--- src/sv/sra_pkg.sv ---
// sra_pkg: types, codes and sizes shared by the segment reassembler modules
// no dependencies
`timescale 1ns / 1ps

package sra_pkg;

  localparam int BUFFER_DEPTH = 4096;
  localparam int HEADER_BYTES = 5;
  localparam int BUF_AW = $clog2(BUFFER_DEPTH);
  localparam int LEN_W = BUF_AW + 1;
  localparam int CNT_W = 17;
  localparam int DST_W = CNT_W + 2;
  localparam int IDX_W = 7;
  localparam int HW = 16;
  localparam int QUEUE_DEPTH = 4;
  localparam int OQ_DEPTH = 2;
  localparam logic [CNT_W-1:0] CNT_MAX = {CNT_W{1'b1}};
  localparam logic [HW-1:0] MAX_LEN_RESET = 16'd1024;

  localparam logic [0:0] CFG_MAX_LEN = 1'b0;
  localparam logic [0:0] CFG_WORD_ORDER = 1'b1;

  typedef enum logic [1:0] {
    OP_SEG     = 2'd0,
    OP_READ    = 2'd1,
    OP_RESTART = 2'd2,
    OP_NONE    = 2'd3
  } sra_op_t;

  typedef enum logic [1:0] {
    ST_MORE = 2'd0,
    ST_DONE = 2'd1,
    ST_FAIL = 2'd2,
    ST_READ = 2'd3
  } sra_status_t;

  typedef enum logic [1:0] {
    K_BYTE    = 2'd0,
    K_READ    = 2'd1,
    K_RESTART = 2'd2
  } sra_kind_t;

  typedef enum logic [2:0] {
    F_FLAG    = 3'd0,
    F_OFF_LO  = 3'd1,
    F_OFF_HI  = 3'd2,
    F_LEN_LO  = 3'd3,
    F_LEN_HI  = 3'd4,
    F_PAYLOAD = 3'd5
  } sra_field_t;

  typedef struct packed {
    sra_op_t     op;
    logic [7:0]  data_byte;
    logic        segment_end;
    logic [11:0] read_address;
  } sra_in_t;

  typedef struct packed {
    sra_status_t      status;
    logic [7:0]       read_data;
    logic [LEN_W-1:0] assembled_length;
  } sra_out_t;

  typedef struct packed {
    sra_kind_t        kind;
    sra_field_t       field;
    logic             last;
    logic [7:0]       data;
    logic [11:0]      addr;
    logic [CNT_W-1:0] pay_idx;
    logic [CNT_W-1:0] size;
  } sra_item_t;

endpackage

--- src/sv/sra_queue.sv ---
// sra_queue: short queue of tagged items between front and back
// depends on sra_pkg
`timescale 1ns / 1ps

module sra_queue (
  input  logic               clk,
  input  logic               rst_n,
  input  logic               push,
  input  sra_pkg::sra_item_t din,
  output logic               full,
  input  logic               pop,
  output sra_pkg::sra_item_t dout,
  output logic               empty
);

  localparam int AW = $clog2(sra_pkg::QUEUE_DEPTH);
  localparam int CW = $clog2(sra_pkg::QUEUE_DEPTH + 1);

  sra_pkg::sra_item_t ent_r [sra_pkg::QUEUE_DEPTH];
  logic [AW-1:0] wp_r, wp_nxt, rp_r, rp_nxt;
  logic [CW-1:0] cnt_r, cnt_nxt;
  logic          do_push, do_pop;

  assign full    = cnt_r == CW'(sra_pkg::QUEUE_DEPTH);
  assign empty   = cnt_r == '0;
  assign dout    = ent_r[rp_r];
  assign do_push = push && !full;
  assign do_pop  = pop && !empty;

  always_comb begin
    wp_nxt  = do_push ? AW'(wp_r + 1'b1) : wp_r;
    rp_nxt  = do_pop ? AW'(rp_r + 1'b1) : rp_r;
    cnt_nxt = cnt_r;
    if (do_push && !do_pop) begin
      cnt_nxt = cnt_r + 1'b1;
    end else if (do_pop && !do_push) begin
      cnt_nxt = cnt_r - 1'b1;
    end
  end

  always_ff @(posedge clk) begin
    if (do_push) begin
      ent_r[wp_r] <= din;
    end
  end

  always_ff @(posedge clk) begin
    if (!rst_n) begin
      wp_r  <= '0;
      rp_r  <= '0;
      cnt_r <= '0;
    end else begin
      wp_r  <= wp_nxt;
      rp_r  <= rp_nxt;
      cnt_r <= cnt_nxt;
    end
  end

endmodule

--- config.mk ---
export PLATFORM = sky130hd
export DESIGN_NAME = sra_queue
export DESIGN_NICKNAME = d
export VERILOG_FILES = /design/src/sv/sra_pkg.sv /design/src/sv/sra_queue.sv
export SDC_FILE = /design/constraint.sdc
export NUM_CORES = 1
export LEC_CHECK = 0
export BUFFER_PORTS_ARGS = -buffer_cell sky130_fd_sc_hd__buf_2
export CAP_MARGIN = 5
export CORE_MARGIN = 3
export CORE_UTILIZATION = 41
export DETAILED_ROUTE_END_ITERATION = 10
export PLACE_DENSITY = 0.7
export SETUP_SLACK_MARGIN = 0.4
export SKIP_LAST_GASP = 1
export SLEW_MARGIN = 10
export SYNTH_ARGS = -nofsm -noshare
export SYNTH_HDL_FRONTEND = slang
export SYNTH_SLANG_ARGS = --single-unit
--- constraint.sdc ---
create_clock -name clk -period 4.2 [get_ports clk]
set_input_delay 0.63 -clock clk [delete_from_list [all_inputs] [get_ports clk]]
set_output_delay 0.63 -clock clk [all_outputs]
set_load 0.01 [all_outputs]
==> reports/results.txt, run 1 <==
total of max-cap violations - 0
final worst clock skew - 0.0101 ns
Achievable Freq - 339 MHz
average via count per standard cell - 5.06
compound-gate portion of the synthesized area - 0.367%
overall global routing resource usage - 13.2%
area of the multi-input gates - 1640 um^2
maximum number of pins on one net before global-route repair - 61
synthesized flop and latch total - 249
Crit path arrival time - 2.32 ns
unrepaired setup endpoints after global routing - no
run status - complete, no violations
number of hold-repair buffers added at the cts stage - 0
standard-cell row count - 54
PD cells - 627 nW/um^2
highest metal layer with signal wires - met5
adder-cell share of the synthesized area - 0.897%
CP max stage cell - sky130_fd_sc_hd__dfxtp_4
Critical Path Sink Type - primary output
worst reg-to-reg setup slack - 1.75 ns
main combinational cell family by area after synthesis - multiplexers
worst hold endpoint - ent_r[0][18]
die extent in y - 156 um
Placeable Area - 22000 um^2
post-detailed-route wirelength per cell - 19.9 um
portion of the post-synthesis area used by sequential elements - 80.2%
CTS Buf Count - 26
Unique masters post-synth - 24
delay of the slowest cell on the worst path - 0.69 ns
Met2 Routed Length - 8.13 mm
floorplan die area - 24300 um^2
final net count - 570
type of the worst setup path - reg2out
Initial DRT Pass Iterations - 4
initial antenna violation count - 1
maximum buffer depth of the clock tree - 3
sum of met3 wire segment lengths after detailed routing - 939 um
Post-Synthesis Mean Instance Area - 25.4 um^2
Worst R2R End - cnt_r[2]
number of DRC markers in iteration 0 - 219
post-synthesis simple-gate area fraction - 1.10%
final hold vios - 0
via count of the first global-routing pass - 4479
post-DP HPWL - 9.14 mm
num ports - 126
register cell area after layout - 7390 um^2
total vias in the final route - 4050
Max IR drop VDD - 0.445 mV
clock transition at the register clock pins on the worst setup and hold paths after CTS - 0.06 ns
gpl congestion - 0.690
Fin Setup TNS - 0 ns
grt ovf - 0
slew at the pin with the worst max-slew slack - 0.955 ns
root buffer cell - sky130_fd_sc_hd__clkbuf_16
effective utilization at floorplan - 41.9%
Final Critical Period - 2.95 ns
number of warnings reported in the yosys synthesis log - 0
post-layout util - 49.6%
multiplexer area fraction after synthesis - 15.0%
Req. time, crit path - 3.57 ns
first-pass GRT wire length - 25.0 mm
Worst setup SP type - flip-flop
final setup violation count - 0
Post-Route M1 WL - 6.50 mm
worst-path maximum fanout - 36
Diodes inserted - 0
remaining max-slew budget at the tightest pin - 36.3%
cell leakage power - 3.64 nW
total wire length - 15.9 mm
worst skew pair latency - 0.52 ns
area of the mapped netlist - 9210 um^2
synthesized-area fraction occupied by xor and xnor cells - 0.381%
# H-tree levels - 1
WP buf/inv - 2
total number of clock tree sinks - 249
final clock period utilization by the worst path - 70.2%
CTS resizes - 0
count of antenna-violating nets left after detailed routing - 0
Synth-to-Final Area Change - 18.4%
clock tree from TritonCTS - done
Hold Path Origin - din[18]
Net Count, Synth - 432
DRC Markers - 0
die width - 156 um
total count of max-transition violations in the final report - 0
final-layout fill cell count - 1757
kind of cell with the highest combined delay on the critical path - flip-flops
Post-Syn Instances - 362
kind of path behind the tightest hold check - in2reg
beginning of the worst register-to-register path - cnt_r[0]
share of final-layout standard cells stronger than drive strength 1 - 45.0%
number of buffers added for setup after CTS - 0
depth of the worst hold-timing path - 1
critical path cell sequence - buf_12, mux4_2, buf_2
depth of the worst register-to-register path - 8
I/O Buffers - 125
## worst max path at each step
stage                    from     endpoint  slack (ns)  cells past startpoint
floorplan                push  ent_r[0][0]        1.44                      3
global placement    flip-flop     dout[51]        1.71                      3
detailed placement       push     cnt_r[2]        1.64                      8
CTS                 flip-flop     dout[51]        1.14                      3
global route        flip-flop     dout[53]        1.05                      3
finish              flip-flop     dout[51]        1.25                      3
## synthesized netlist by cell type
cell type,number,area (um^2)
sky130_fd_sc_hd__a21boi_0,1,7.51
sky130_fd_sc_hd__and2_1,8,50.1
sky130_fd_sc_hd__buf_1,1,3.75
sky130_fd_sc_hd__buf_12,6,120
sky130_fd_sc_hd__buf_2,7,35.0
sky130_fd_sc_hd__buf_6,1,11.3
sky130_fd_sc_hd__clkbuf_1,1,3.75
sky130_fd_sc_hd__dfxtp_1,9,180
sky130_fd_sc_hd__edfxtp_1,240,7210
sky130_fd_sc_hd__fa_1,1,20.0
sky130_fd_sc_hd__ha_1,5,62.6
sky130_fd_sc_hd__inv_1,3,11.3
sky130_fd_sc_hd__mux2i_1,3,30.0
sky130_fd_sc_hd__mux4_2,60,1350
sky130_fd_sc_hd__nand2_1,4,15.0
sky130_fd_sc_hd__nor2b_1,2,12.5
sky130_fd_sc_hd__nor3_1,1,5.00
sky130_fd_sc_hd__nor3b_2,1,12.5
sky130_fd_sc_hd__o21ai_0,1,5.00
sky130_fd_sc_hd__o311ai_1,1,8.76
sky130_fd_sc_hd__o31ai_2,1,12.5
sky130_fd_sc_hd__or3_1,1,6.26
sky130_fd_sc_hd__xnor2_1,3,26.3
sky130_fd_sc_hd__xor2_1,1,8.76
## flip-flops by register name, indices dropped and copies added, names as in the netlist, named ones only
register  flops
rp_r          2
wp_r          2
cnt_r         3
ent_r       240
## through the flow
| step | std cells | power [mW] | hold slack [ns] | cell area (um^2) | worst slack [ns] |
|---|---|---|---|---|---|
| after global routing | 800 | 7.16 | 0.305 | 10900 | 1.05 |
| final | 800 | 6.83 | 0.320 | 10900 | 1.25 |
| after detailed placement | 752 | 4.68 | 0.503 | 10000 | 1.64 |
| after CTS | 800 | 6.95 | 0.296 | 10900 | 1.14 |
| after global placement | 752 | 4.64 | 0.478 | 10000 | 1.71 |
| after floorplan | 362 | 4.24 | 0.468 | 9210 | 1.44 |
## per-layer routing
| layer | track usage, % | vias up |
|---|---|---|
| met2 | 22.4 | 113 |
| met4 | 3.78 | 2 |
| met5 | 0 | - |
| li1 | - | 1808 |
| met3 | 3.16 | 34 |
| met1 | 17.1 | 2093 |
## cell usage in the layout (no fill, tap or decap), drive strengths merged, types with 4 or more instances in the layout
cell        n
and2        8
edfxtp    240
buf       126
dfxtp       9
clkinvlp    4
nand2       4
clkinv     10
ha          5
mux4       60
clkbuf     31
## cell type report
cell class | count | share of cell area (%)
sequential | 249 | 67.8
multi-input combinational | 94 | 15.1
clock buffer | 31 | 6.34
timing repair buffer | 126 | 5.92
tap | 280 | 3.21
clock inverter | 17 | 1.51
inverter | 3 | 0.103
## logic make-up (layout without fill, tap and decap cells)
logic type | count (synthesis) | count (layout)
DFF | 249 | 249
and+or+nand+nor | 17 | 17
AOI/OAI and AO/OA | 4 | 4
adders and majority gates | 6 | 6
buffers and inverters | 19 | 177
xor gates and xnor gates | 4 | 4
muxes | 63 | 63
## where the power goes
group	leakage, nW	switching [mW]	internal, mW
Sequential	2.27	0.181	3.02
Combinational	0.955	0.657	0.716
Clock	0.410	0.897	1.36
Total	3.64	1.74	5.10
No activity file was read; power rests on OpenSTA's default activity.
==> run 2, diff against run 1 <==
Clock period 4.2 ns to 3 ns, I/O delays scaled along.
==> reports/results.txt, run 2 (synthesis results as in run 1) <==
run status - complete, no violations (unchanged)
area of the multi-input gates - 1640 um^2 (unchanged)
register cell area after layout - 7390 um^2 (unchanged)
post-DP HPWL - 10.2 mm (was 9.14 mm)
Cell Area, Placed - 10200 um^2 (was 10000 um^2)
Hold Path Origin - din[6] (was din[18])
post-detailed-route wirelength per cell - 20.5 um (was 19.9 um)
Placeable Area - 22000 um^2 (unchanged)
first-pass GRT wire length - 25.7 mm (was 25.0 mm)
filler-free cell count of the finished design - 811 (was 800)
grt ovf - 0 (unchanged)
Crit path arrival time - 2.03 ns (was 2.32 ns)
via count of the first global-routing pass - 4590 (was 4479)
largest reg by FF count - ent_r (unchanged)
Largest register FFs - 240 (unchanged)
clock tree from TritonCTS - done (unchanged)
Initial DRT Pass Iterations - 4 (unchanged)
most common cell after layout, fill and taps aside - sky130_fd_sc_hd__edfxtp_1 (unchanged)
Critical Path Sink Type - primary output (unchanged)
gpl congestion - 0.695 (was 0.690)
worst-path maximum fanout - 30 (was 36)
least setup slack across all paths after layout - 0.522 ns (was 1.25 ns)
switching power of the nets - 2.38 mW (was 1.74 mW)
Fin Setup TNS - 0 ns (unchanged)
kind of path behind the tightest hold check - in2reg (unchanged)
PD cells - 858 nW/um^2 (was 627 nW/um^2)
maximum number of pins on one net before global-route repair - 35 (was 61)
root buffer cell - sky130_fd_sc_hd__clkbuf_16 (unchanged)
DP Cell Count - 766 (was 752)
floorplan die area - 24300 um^2 (unchanged)
unrepaired setup endpoints after global routing - yes (was no)
effective utilization at floorplan - 41.9% (unchanged)
overall global routing resource usage - 13.7% (was 13.2%)
DRC Markers - 0 (unchanged)
cell leakage power - 3.71 nW (was 3.64 nW)
standard-cell row count - 54 (unchanged)
number of DRC markers in iteration 0 - 186 (was 219)
final-layout fill cell count - 1747 (was 1757)
total count of max-transition violations in the final report - 0 (unchanged)
beginning of the worst register-to-register path - cnt_r[0] (unchanged)
area of all placed cells without fillers - 11000 um^2 (was 10900 um^2)
total of max-cap violations - 0 (unchanged)
sequential share of power - 46.6% (was 46.9%)
die extent in y - 156 um (unchanged)
remaining max-slew budget at the tightest pin - 63.1% (was 36.3%)
Final Critical Period - 2.48 ns
clock transition at the register clock pins on the worst setup and hold paths after CTS - 0.06 ns (about the same)
depth of the worst register-to-register path - 9 (was 8)
CTS Buf Count - 25 (was 26)
slew at the pin with the worst max-slew slack - 0.554 ns (was 0.955 ns)
die width - 156 um (unchanged)
final worst clock skew - 0.00743 ns (was 0.0101 ns)
Max IR drop VDD - 0.526 mV (was 0.445 mV)
Hold WS - 0.165 ns (was 0.320 ns)
share of final-layout standard cells stronger than drive strength 1 - 45.8% (was 45.0%)
I/O Buffers - 125 (unchanged)
num ports - 126 (unchanged)
depth of the worst hold-timing path - 1 (unchanged)
Worst setup SP type - flip-flop (unchanged)
highest-count cells in the layout ignoring fill and taps - sky130_fd_sc_hd__edfxtp_1, sky130_fd_sc_hd__buf_2, sky130_fd_sc_hd__mux4_2, sky130_fd_sc_hd__clkbuf_16, sky130_fd_sc_hd__buf_4 (was sky130_fd_sc_hd__edfxtp_1, sky130_fd_sc_hd__buf_2, sky130_fd_sc_hd__mux4_2, sky130_fd_sc_hd__clkbuf_16, sky130_fd_sc_hd__dfxtp_1)
post-place setup slack - 0.707 ns (was 1.64 ns)
Synth-to-Final Area Change - 19.5% (was 18.4%)
final hold vios - 0 (unchanged)
post-layout util - 50.1% (was 49.6%)
final clock period utilization by the worst path - 82.6%
Req. time, crit path - 2.55 ns (was 3.57 ns)
internal power - 7.06 mW (was 5.10 mW)
total number of clock tree sinks - 249 (unchanged)
Diodes inserted - 0 (unchanged)
final net count - 585 (was 570)
proportion of power drawn by combinational gates - 22.6% (was 20.1%)
total vias in the final route - 4131 (was 4050)
total wire length - 16.6 mm (was 15.9 mm)
maximum buffer depth of the clock tree - 3 (unchanged)
Achievable Freq - 403 MHz
final setup violation count - 0 (unchanged)
largest registers - ent_r x240, cnt_r x3 (unchanged)
switching portion of total power - 25.2% (was 25.4%)
initial antenna violation count - 1 (unchanged)
worst skew pair latency - 0.50 ns (was 0.52 ns)
count of antenna-violating nets left after detailed routing - 0 (unchanged)
type of the worst setup path - reg2out (unchanged)
clock network fraction of total power - 30.8% (was 33.0%)
Final Total Pwr - 9.43 mW (was 6.83 mW)
average via count per standard cell - 5.09 (was 5.06)
# H-tree levels - 1 (unchanged)
## run 2: critical path, cell delays in order (launching register included)
cell and delay (ns):
sky130_fd_sc_hd__dfxtp_4 0.51, sky130_fd_sc_hd__buf_16 0.28, sky130_fd_sc_hd__mux4_2 0.54, sky130_fd_sc_hd__buf_2 0.16
## run 2: worst paths after layout
| path | endpoint | slack (ns) |
|---|---|---|
| setup / recovery | dout[52] | 0.52 |
| hold / removal | ent_r[0][6] | 0.17 |
| setup reg to reg | cnt_r[2] | 0.70 |
| hold reg to reg | wp_r[1] | 0.52 |
## run 2: power by group through the flow
stage / registers [mW] / logic [mW] / clock network [mW]
2_1_floorplan: 4.37 / 1.56 / 0
3_3_place_gp: 4.51 / 2.04 / 0
3_5_place_dp: 4.54 / 2.09 / 0
4_1_cts: 4.41 / 2.19 / 3.00
5_1_grt: 4.44 / 2.32 / 3.14
6_report: 4.40 / 2.13 / 2.91
## run 2: final cells by class
type / count / area share, %
Clock inverter: 9 / 0.830
Tap cell: 280 / 3.18
Multi-Input combinational cell: 94 / 14.9
Timing Repair Buffer: 142 / 7.55
Clock buffer: 34 / 6.18
Sequential cell: 249 / 67.2
Inverter: 3 / 0.102
## run 2: layer usage
layer  global-route usage [%]  part of all wire (%)  routed length [um]
met5                        0                 0.078                  13
met4                     3.70                   2.2                 358
met3                     3.13                   5.1                 846
met2                     23.5                    52                8640
met1                     17.7                    41                6750
## run 2: timing repair
item                                    4_1_cts  5_1_grt
endpoints found under the setup margin       40        8
setup buffers                                 2        0
gates resized for setup                       0        1
hold buffers                                  0        0
