==> config.mk <==
export PLATFORM = sky130hd
export DESIGN_NAME = sra_front
export DESIGN_NICKNAME = d
export VERILOG_FILES = /design/src/sv/sra_pkg.sv /design/src/sv/sra_front.sv
export SDC_FILE = /design/constraint.sdc
export NUM_CORES = 1
export LEC_CHECK = 0
export ABC_CLOCK_PERIOD_IN_PS = 2200
export BUFFER_PORTS_ARGS = -buffer_cell sky130_fd_sc_hd__buf_2
export CAP_MARGIN = 20
export CORE_MARGIN = 8
export CORE_UTILIZATION = 35
export DETAILED_ROUTE_END_ITERATION = 7
export PLACE_DENSITY = 0.67
export SYNTH_ARGS = -nofsm -noshare
export SYNTH_HDL_FRONTEND = slang
export SYNTH_SLANG_ARGS = --single-unit
==> constraint.sdc <==
create_clock -name clk -period 2.2 [get_ports clk]
set_input_delay 0.11 -clock clk [delete_from_list [all_inputs] [get_ports clk]]
set_output_delay 0.11 -clock clk [all_outputs]
set_load 0.03 [all_outputs]
==> src/sv/sra_pkg.sv <==
// sra_pkg: types, codes and sizes shared by the segment reassembler modules
// no dependencies
`timescale 1ns / 1ps

package sra_pkg;

  localparam int BUFFER_DEPTH = 4096;
  localparam int HEADER_BYTES = 5;
  localparam int BUF_AW = $clog2(BUFFER_DEPTH);
  localparam int LEN_W = BUF_AW + 1;
  localparam int CNT_W = 17;
  localparam int DST_W = CNT_W + 2;
  localparam int IDX_W = 7;
  localparam int HW = 16;
  localparam int QUEUE_DEPTH = 4;
  localparam int OQ_DEPTH = 2;
  localparam logic [CNT_W-1:0] CNT_MAX = {CNT_W{1'b1}};
  localparam logic [HW-1:0] MAX_LEN_RESET = 16'd1024;

  localparam logic [0:0] CFG_MAX_LEN = 1'b0;
  localparam logic [0:0] CFG_WORD_ORDER = 1'b1;

  typedef enum logic [1:0] {
    OP_SEG     = 2'd0,
    OP_READ    = 2'd1,
    OP_RESTART = 2'd2,
    OP_NONE    = 2'd3
  } sra_op_t;

  typedef enum logic [1:0] {
    ST_MORE = 2'd0,
    ST_DONE = 2'd1,
    ST_FAIL = 2'd2,
    ST_READ = 2'd3
  } sra_status_t;

  typedef enum logic [1:0] {
    K_BYTE    = 2'd0,
    K_READ    = 2'd1,
    K_RESTART = 2'd2
  } sra_kind_t;

  typedef enum logic [2:0] {
    F_FLAG    = 3'd0,
    F_OFF_LO  = 3'd1,
    F_OFF_HI  = 3'd2,
    F_LEN_LO  = 3'd3,
    F_LEN_HI  = 3'd4,
    F_PAYLOAD = 3'd5
  } sra_field_t;

  typedef struct packed {
    sra_op_t     op;
    logic [7:0]  data_byte;
    logic        segment_end;
    logic [11:0] read_address;
  } sra_in_t;

  typedef struct packed {
    sra_status_t      status;
    logic [7:0]       read_data;
    logic [LEN_W-1:0] assembled_length;
  } sra_out_t;

  typedef struct packed {
    sra_kind_t        kind;
    sra_field_t       field;
    logic             last;
    logic [7:0]       data;
    logic [11:0]      addr;
    logic [CNT_W-1:0] pay_idx;
    logic [CNT_W-1:0] size;
  } sra_item_t;

endpackage

==> src/sv/sra_front.sv <==
// sra_front: accepts input transfers, tracks the byte position in the segment
// and tags each byte with its header field; depends on sra_pkg
`timescale 1ns / 1ps

module sra_front (
  input  logic               clk,
  input  logic               rst_n,
  input  logic               push,
  input  sra_pkg::sra_in_t   in_item,
  output logic               full,
  input  logic               word_order_big,
  input  logic               q_full,
  output logic               q_push,
  output sra_pkg::sra_item_t q_item
);

  logic [sra_pkg::CNT_W-1:0] bc_r, bc_nxt;
  logic [sra_pkg::CNT_W-1:0] size;
  logic                      accept;

  assign full   = q_full;
  assign accept = push && !q_full;
  assign size   = (bc_r == sra_pkg::CNT_MAX) ? bc_r : bc_r + 1'b1;

  always_comb begin
    q_item.data    = in_item.data_byte;
    q_item.addr    = in_item.read_address;
    q_item.last    = in_item.segment_end;
    q_item.pay_idx = bc_r - sra_pkg::CNT_W'(sra_pkg::HEADER_BYTES);
    q_item.size    = size;
    priority if (bc_r == sra_pkg::CNT_W'(0)) begin
      q_item.field = sra_pkg::F_FLAG;
    end else if (bc_r == sra_pkg::CNT_W'(1)) begin
      q_item.field = word_order_big ? sra_pkg::F_OFF_HI : sra_pkg::F_OFF_LO;
    end else if (bc_r == sra_pkg::CNT_W'(2)) begin
      q_item.field = word_order_big ? sra_pkg::F_OFF_LO : sra_pkg::F_OFF_HI;
    end else if (bc_r == sra_pkg::CNT_W'(3)) begin
      q_item.field = word_order_big ? sra_pkg::F_LEN_HI : sra_pkg::F_LEN_LO;
    end else if (bc_r == sra_pkg::CNT_W'(4)) begin
      q_item.field = word_order_big ? sra_pkg::F_LEN_LO : sra_pkg::F_LEN_HI;
    end else begin
      q_item.field = sra_pkg::F_PAYLOAD;
    end

    bc_nxt = bc_r;
    q_push = 1'b0;
    q_item.kind = sra_pkg::K_BYTE;
    unique case (in_item.op)
      sra_pkg::OP_SEG: begin
        q_push = accept;
        if (accept) begin
          bc_nxt = in_item.segment_end ? '0 : size;
        end
      end
      sra_pkg::OP_READ: begin
        q_push = accept;
        q_item.kind = sra_pkg::K_READ;
      end
      sra_pkg::OP_RESTART: begin
        q_push = accept;
        q_item.kind = sra_pkg::K_RESTART;
        if (accept) begin
          bc_nxt = '0;
        end
      end
      default: begin
        q_push = 1'b0;
      end
    endcase
  end

  always_ff @(posedge clk) begin
    if (!rst_n) begin
      bc_r <= '0;
    end else begin
      bc_r <= bc_nxt;
    end
  end

endmodule

==> results of run 1 <==
-- worst max path at each step --
stage,start,end,slack (ns),cells past startpoint
6_report,bc_r[9],q_item[56],-0.25,6
5_1_grt,bc_r[9],q_item[56],-0.30,6
2_1_floorplan,bc_r[10],q_item[56],-0.08,6
3_3_place_gp,bc_r[9],q_item[56],-0.11,6
4_1_cts,bc_r[9],q_item[56],-0.25,6
3_5_place_dp,bc_r[9],q_item[56],-0.15,6
-- per-layer routing --
layer	part of all wire	up-vias	routed length, µm	track usage
met1	0.45	843	2260	0.161
li1	-	923	-	-
met4	0.0089	0	45	0.0391
met3	0.073	4	369	0.0369
met5	0	-	0	0
met2	0.47	64	2360	0.215
-- per-stage QoR --
| stage | worst slack, ns | instances | hold slack [ns] |
|---|---|---|---|
| after global placement | -0.115 | 344 | 0.220 |
| after global routing | -0.296 | 352 | 0.202 |
| after CTS | -0.254 | 349 | 0.195 |
| after detailed placement | -0.148 | 344 | 0.220 |
| after floorplan | -0.0794 | 250 | 0.299 |
| final | -0.255 | 352 | 0.200 |
-- power by group through the flow --
| stage | clock (mW) | combinational [mW] | sequential (mW) |
|---|---|---|---|
| floorplan | 0 | 0.112 | 0.316 |
| global placement | 0 | 0.0701 | 0.316 |
| detailed placement | 0 | 0.0707 | 0.316 |
| CTS | 0.238 | 0.0713 | 0.309 |
| global route | 0.254 | 0.0778 | 0.307 |
| finish | 0.235 | 0.0720 | 0.308 |
-- repair_timing --
item                                    4_1_cts  5_1_grt
gates resized for setup                      18       13
buffers inserted                              1        3
hold buffers                                  0        0
endpoints found under the setup margin       24       23
pin swaps                                     3        3
-- cell families after synthesis --
logic type / count (synthesis) / synth area share
compound gates: 56 / 0.207
flops: 17 / 0.194
xor+xnor: 24 / 0.120
fa+ha+maj: 4 / 0.0286
buf+inv: 51 / 0.162
simple gates: 98 / 0.288
-- area by class of cell --
type	instances	area, µm²	area share
clock buffers	4	45.0	0.0207
flip-flops and latches	17	345	0.159
repair buffers	77	482	0.221
inverters	5	18.8	0.00862
well taps	67	83.8	0.0385
multi-input cells	182	1200	0.552
-- synthesized netlist by cell type, types with 3 or more instances --
cell type	n
nand4_1	6
xor2_1	10
nor3_1	5
a21oi_1	14
clkbuf_1	21
buf_4	22
ha_1	4
nor4_1	3
nand2_1	32
or3_1	3
nor2_1	18
and3_1	6
inv_1	5
xnor2_1	14
a311oi_1	8
o21ai_0	14
nor2b_1	4
nand2b_1	3
or2_2	3
dfxtp_1	17
nand3_1	4
==> impl_metrics.env, run 1 <==
export IMPL_status="finished with violations"
export IMPL_failed_checks="negative setup slack"
export IMPL_path_buf_inv=1
export IMPL_combPwrFrac=0.117
export IMPL_rsz0062_at_grt="yes"
export IMPL_syn_area_mm2=0.00175
export IMPL_placed_cell_area_mm2=0.00201
export IMPL_p_leak_nw=0.977
export IMPL_cts_tree="built"
export IMPL_synth_edff_count=0
export IMPL_drcViolationCount=0
export IMPL_critical_path_class="reg2out"
export IMPL_diodes=0
export IMPL_top_regs="bc_r (17)"
export IMPL_crit_arrival_ns=2.34
export IMPL_power_per_cell_area_mw_per_mm2=282
export IMPL_fin_setup_tns_ns=-0.960
export IMPL_drive_gt1_frac=0.365
export IMPL_cts_htree_levels=1
export IMPL_cts_root_buffer="clkbuf_8"
export IMPL_finalInstanceArea_mm2=0.00218
export IMPL_reg2reg_to="bc_r[10]"
export IMPL_holdCritPathClass="in2reg"
export IMPL_largest_reg_flops=17
export IMPL_first_global_vias=1672
export IMPL_synth_area_leaders="dfxtp_1 (19%), buf_4 (9.4%), xnor2_1 (7.0%), nand2_1 (6.9%), xor2_1 (5.0%)"
export IMPL_ant_nets=0
export IMPL_dieHeight_um=86.7
export IMPL_cp_max_fo=3
export IMPL_wl_per_cell_um=14.3
export IMPL_p_int_uw=459
export IMPL_reg2reg_depth=5
export IMPL_p_total_uw=615
export IMPL_whs_path_depth=2
export IMPL_insertion_delay_ns=0.25
export IMPL_grt_overflow_total=0
export IMPL_skew_ns=0.00191
export IMPL_cp_slowest_cell="or4_4"
export IMPL_crit_path_frequent_cell="or3_4"
export IMPL_pwr_share_clk=0.383
export IMPL_synthesis_nets=282
export IMPL_via_per_inst=5.21
export IMPL_ys_warn_count=0
export IMPL_holdPathEnd="bc_r[14]"
export IMPL_clockBufferDepth=2
export IMPL_path_cells="or4_4 > or3_4 > or3_4 > nor3_4 > a21boi_2 > buf_6"
export IMPL_clock_sinks=17
export IMPL_drtPass1Iterations=4
export IMPL_wl_mm=5.03
export IMPL_p_seq_frac=0.500
export IMPL_rows=25
export IMPL_grt_max_degree=14
export IMPL_vias=1834
export IMPL_worst_pin_slew_ns=0.405
export IMPL_synth_top_area_cell="dfxtp_1"
export IMPL_finalWeightedCongestion=0.835
export IMPL_start_util=0.366
export IMPL_die_w_um=86.7
export IMPL_maxCapViolations=0
export IMPL_ys_types=48
export IMPL_grtUsageTotal=0.131
export IMPL_layout_common_cells="buf_2 (40), buf_4 (34), nand2_1 (32)"
export IMPL_antenna_found_initial=0
export IMPL_final_max_slew_viol_count=0
export IMPL_cts_buffers=3
export IMPL_hp_start="rst_n"
export IMPL_fin_crit_sh=1.12
export IMPL_syn_inst=250
export IMPL_swShare=0.253
export IMPL_max_stage_delay_ns=0.54
export IMPL_fmaxAchievable_mhz=407
export IMPL_setup_viol=5
export IMPL_irDropWorstVdd_v=0.000195
export IMPL_core_area_mm2=0.00479
export IMPL_yosysSeqAreaShare=0.194
export IMPL_period_minus_slack_ns=2.45
export IMPL_synth_seq_cells=17
export IMPL_yosys_most_used_dff="dfxtp_1"
export IMPL_drt_iter0_drc=134
export IMPL_avgSynthCellArea_um2=7.00
export IMPL_final_fill_count=496
export IMPL_die_area_mm2=0.00752
export IMPL_rr_startpoint="bc_r[1]"
export IMPL_async_flop_share=0
export IMPL_crit_family="simple AND/OR/NAND/NOR gates"
export IMPL_cp_required_ns=2.09
export IMPL_hpwl_mm=3.92
export IMPL_area_growth_pct=24.4
export IMPL_cp_start_kind="register"
export IMPL_grt_pass1_wl_mm=8.20
export IMPL_path_clk_slew_ns=0.07
export IMPL_finalWorstSetupSlack_ns=-0.255
export IMPL_relSlewSlack=0.727
export IMPL_rrSetupSlack_ns=0.30
export IMPL_power_switching_uw=156
export IMPL_end_kind="primary output"
export IMPL_final_core_util=0.455
export IMPL_io_pins=90
export IMPL_top_register="bc_r"
export IMPL_hold_viol=0
export IMPL_yosys_area_top_type_share=0.194
export IMPL_port_buffer_count=49
export IMPL_layout_commonest_cell="buf_2"
export IMPL_nets=318
Note: power is estimated with default switching activity, not from simulation.
==> inputs of run 2 (changes only) <==
--- a/config.mk
+++ b/config.mk
@@ -6,12 +6,13 @@
 export NUM_CORES = 1
 export LEC_CHECK = 0
 export ABC_CLOCK_PERIOD_IN_PS = 2200
-export BUFFER_PORTS_ARGS = -buffer_cell sky130_fd_sc_hd__buf_2
 export CAP_MARGIN = 20
 export CORE_MARGIN = 8
 export CORE_UTILIZATION = 35
 export DETAILED_ROUTE_END_ITERATION = 7
-export PLACE_DENSITY = 0.67
+export DONT_BUFFER_PORTS = 1
+export GPL_TIMING_DRIVEN = 0
+export PLACE_DENSITY = 0.52
 export SYNTH_ARGS = -nofsm -noshare
 export SYNTH_HDL_FRONTEND = slang
 export SYNTH_SLANG_ARGS = --single-unit
==> run 2 against run 1 <==
The flow still finishes with violations (negative setup slack). Register-to-register slack about the same. Worst setup slack improved by 0.019 ns. Die area did not move.
==> impl_metrics.env, run 2 (synthesized netlist as in run 1, its figures left out) <==
export IMPL_status="finished with violations"
export IMPL_failed_checks="negative setup slack"
export IMPL_top_regs="bc_r (17)"
export IMPL_path_cells="or4_4 > or3_4 > or3_4 > nor2_2 > xor2_4"
export IMPL_wl_mm=5.45
export IMPL_fin_setup_tns_ns=-1.08
export IMPL_p_leak_nw=0.859
export IMPL_core_area_mm2=0.00479
export IMPL_insertion_delay_ns=0.25
export IMPL_grt_overflow_total=0
export IMPL_cts_tree="built"
export IMPL_top_register="bc_r"
export IMPL_ant_nets=0
export IMPL_cts_root_buffer="clkbuf_8"
export IMPL_vias=1717
export IMPL_reg2reg_depth=7
export IMPL_fin_cells=319
export IMPL_grtUsageTotal=0.141
export IMPL_swShare=0.300
export IMPL_fmaxAchievable_mhz=411
export IMPL_finalInstanceArea_mm2=0.00224
export IMPL_max_stage_delay_ns=0.53
export IMPL_rrSetupSlack_ns=0.29
export IMPL_diodes=0
export IMPL_cp_max_fo=2
export IMPL_maxCapViolations=0
export IMPL_regArea_um2=353
export IMPL_reg2reg_to="bc_r[1]"
export IMPL_cp_required_ns=2.09
export IMPL_finalWorstSetupSlack_ns=-0.236
export IMPL_area_growth_pct=28.2
export IMPL_placed_cell_area_mm2=0.00185
export IMPL_start_util=0.366
export IMPL_drive_gt1_frac=0.397
export IMPL_drt_iter0_drc=88
export IMPL_die_area_mm2=0.00752
export IMPL_crit_path_frequent_cell="or3_4"
export IMPL_multi_input_comb_area_mm2=0.00143
export IMPL_place_worst_setup_slack_ns=-0.417
export IMPL_largest_reg_flops=17
export IMPL_antenna_found_initial=0
export IMPL_die_w_um=86.7
export IMPL_port_buffer_count=0
export IMPL_rows=25
export IMPL_drcViolationCount=0
export IMPL_holdCritPathClass="in2reg"
export IMPL_end_kind="primary output"
export IMPL_relSlewSlack=0.537
export IMPL_rsz0062_at_grt="yes"
export IMPL_final_fill_count=507
export IMPL_cts_buffers=3
export IMPL_hold_viol=0
export IMPL_dieHeight_um=86.7
export IMPL_skew_ns=0.00365
export IMPL_final_max_slew_viol_count=0
export IMPL_finalWeightedCongestion=0.800
export IMPL_power_switching_uw=202
export IMPL_wl_per_cell_um=17.1
export IMPL_hp_start="rst_n"
export IMPL_grt_pass1_wl_mm=8.54
export IMPL_layout_common_cells="buf_4 (29), nand2_1 (22), nor2_1 (14), a21oi_1 (14), dfxtp_1 (11)"
export IMPL_holdPathEnd="bc_r[12]"
export IMPL_period_minus_slack_ns=2.44
export IMPL_rr_startpoint="bc_r[0]"
export IMPL_cp_start_kind="register"
export IMPL_p_total_uw=674
export IMPL_path_clk_slew_ns=0.07
export IMPL_clockBufferDepth=2
export IMPL_irDropWorstVdd_v=0.000210
export IMPL_fin_crit_sh=1.11
export IMPL_via_per_inst=5.38
export IMPL_critical_path_class="reg2out"
export IMPL_combPwrFrac=0.188
export IMPL_p_int_uw=472
export IMPL_cts_htree_levels=1
export IMPL_crit_arrival_ns=2.33
export IMPL_clock_sinks=17
export IMPL_worst_pin_slew_ns=0.689
export IMPL_grt_max_degree=11
export IMPL_io_pins=90
export IMPL_power_per_cell_area_mw_per_mm2=301
export IMPL_whs_path_depth=2
export IMPL_cp_slowest_cell="or4_4"
export IMPL_nets=285
export IMPL_first_global_vias=1712
export IMPL_ctsHoldBuffers=0
export IMPL_drtPass1Iterations=5
export IMPL_p_seq_frac=0.456
export IMPL_dpl_cell_count=317
export IMPL_setup_viol=7
export IMPL_hpwl_mm=4.07
export IMPL_layout_commonest_cell="buf_4"
export IMPL_pwr_share_clk=0.357
[run 2: metrics by stage]
stage	hold WS [ns]	utilization
6_report	0.0567	0.469
5_1_grt	0.0715	0.469
4_1_cts	0.0516	0.459
3_5_place_dp	0.324	0.386
3_3_place_gp	0.323	0.386
2_1_floorplan	0.299	-
[run 2: layout make-up]
| type | count | area share |
|---|---|---|
| Multi-Input combinational cell | 182 | 0.639 |
| Sequential cell | 17 | 0.157 |
| Buffer | 35 | 0.103 |
| Tap cell | 67 | 0.0374 |
| Timing Repair Buffer | 9 | 0.0335 |
| Clock buffer | 4 | 0.0201 |
| Inverter | 5 | 0.00948 |
[run 2: timing repair]
| item | in CTS | in global routing |
|---|---|---|
| setup buffers | 6 | 3 |
| pin swaps | 6 | 2 |
| resized for setup | 73 | 9 |
| setup endpoints to repair | 44 | 30 |
[run 2: worst max path at each step]
stage,startpoint,to,slack (ns)
2_1_floorplan,bc_r[10],q_item[56],-0.08
3_3_place_gp,bc_r[0],q_item[12],-0.42
3_5_place_dp,bc_r[0],q_item[12],-0.42
4_1_cts,bc_r[9],q_item[56],-0.29
5_1_grt,bc_r[9],q_item[33],-0.30
6_report,bc_r[9],q_item[33],-0.24
[run 2: layer usage]
layer  part of all wire  up-vias  GRT usage
met5                  0        -          0
met4             0.0042        0     0.0219
met3              0.076        4     0.0435
met2               0.47       71      0.236
met1               0.45      782      0.173
li1                   -      860          -
[run 2: power groups by stage]
stage	combinational [mW]	clock, mW	sequential [mW]
final	0.126	0.240	0.307
after global routing	0.133	0.264	0.307
after CTS	0.128	0.249	0.307
after detailed placement	0.125	0	0.316
after global placement	0.125	0	0.316
after floorplan	0.112	0	0.316
[run 2: critical path: cells and delay by family (launching register included)]
kind	cells	cell delay (ns)
XOR/XNOR	1	0.28
flip-flops	1	0.32
AND/OR/NAND/NOR	4	1.46
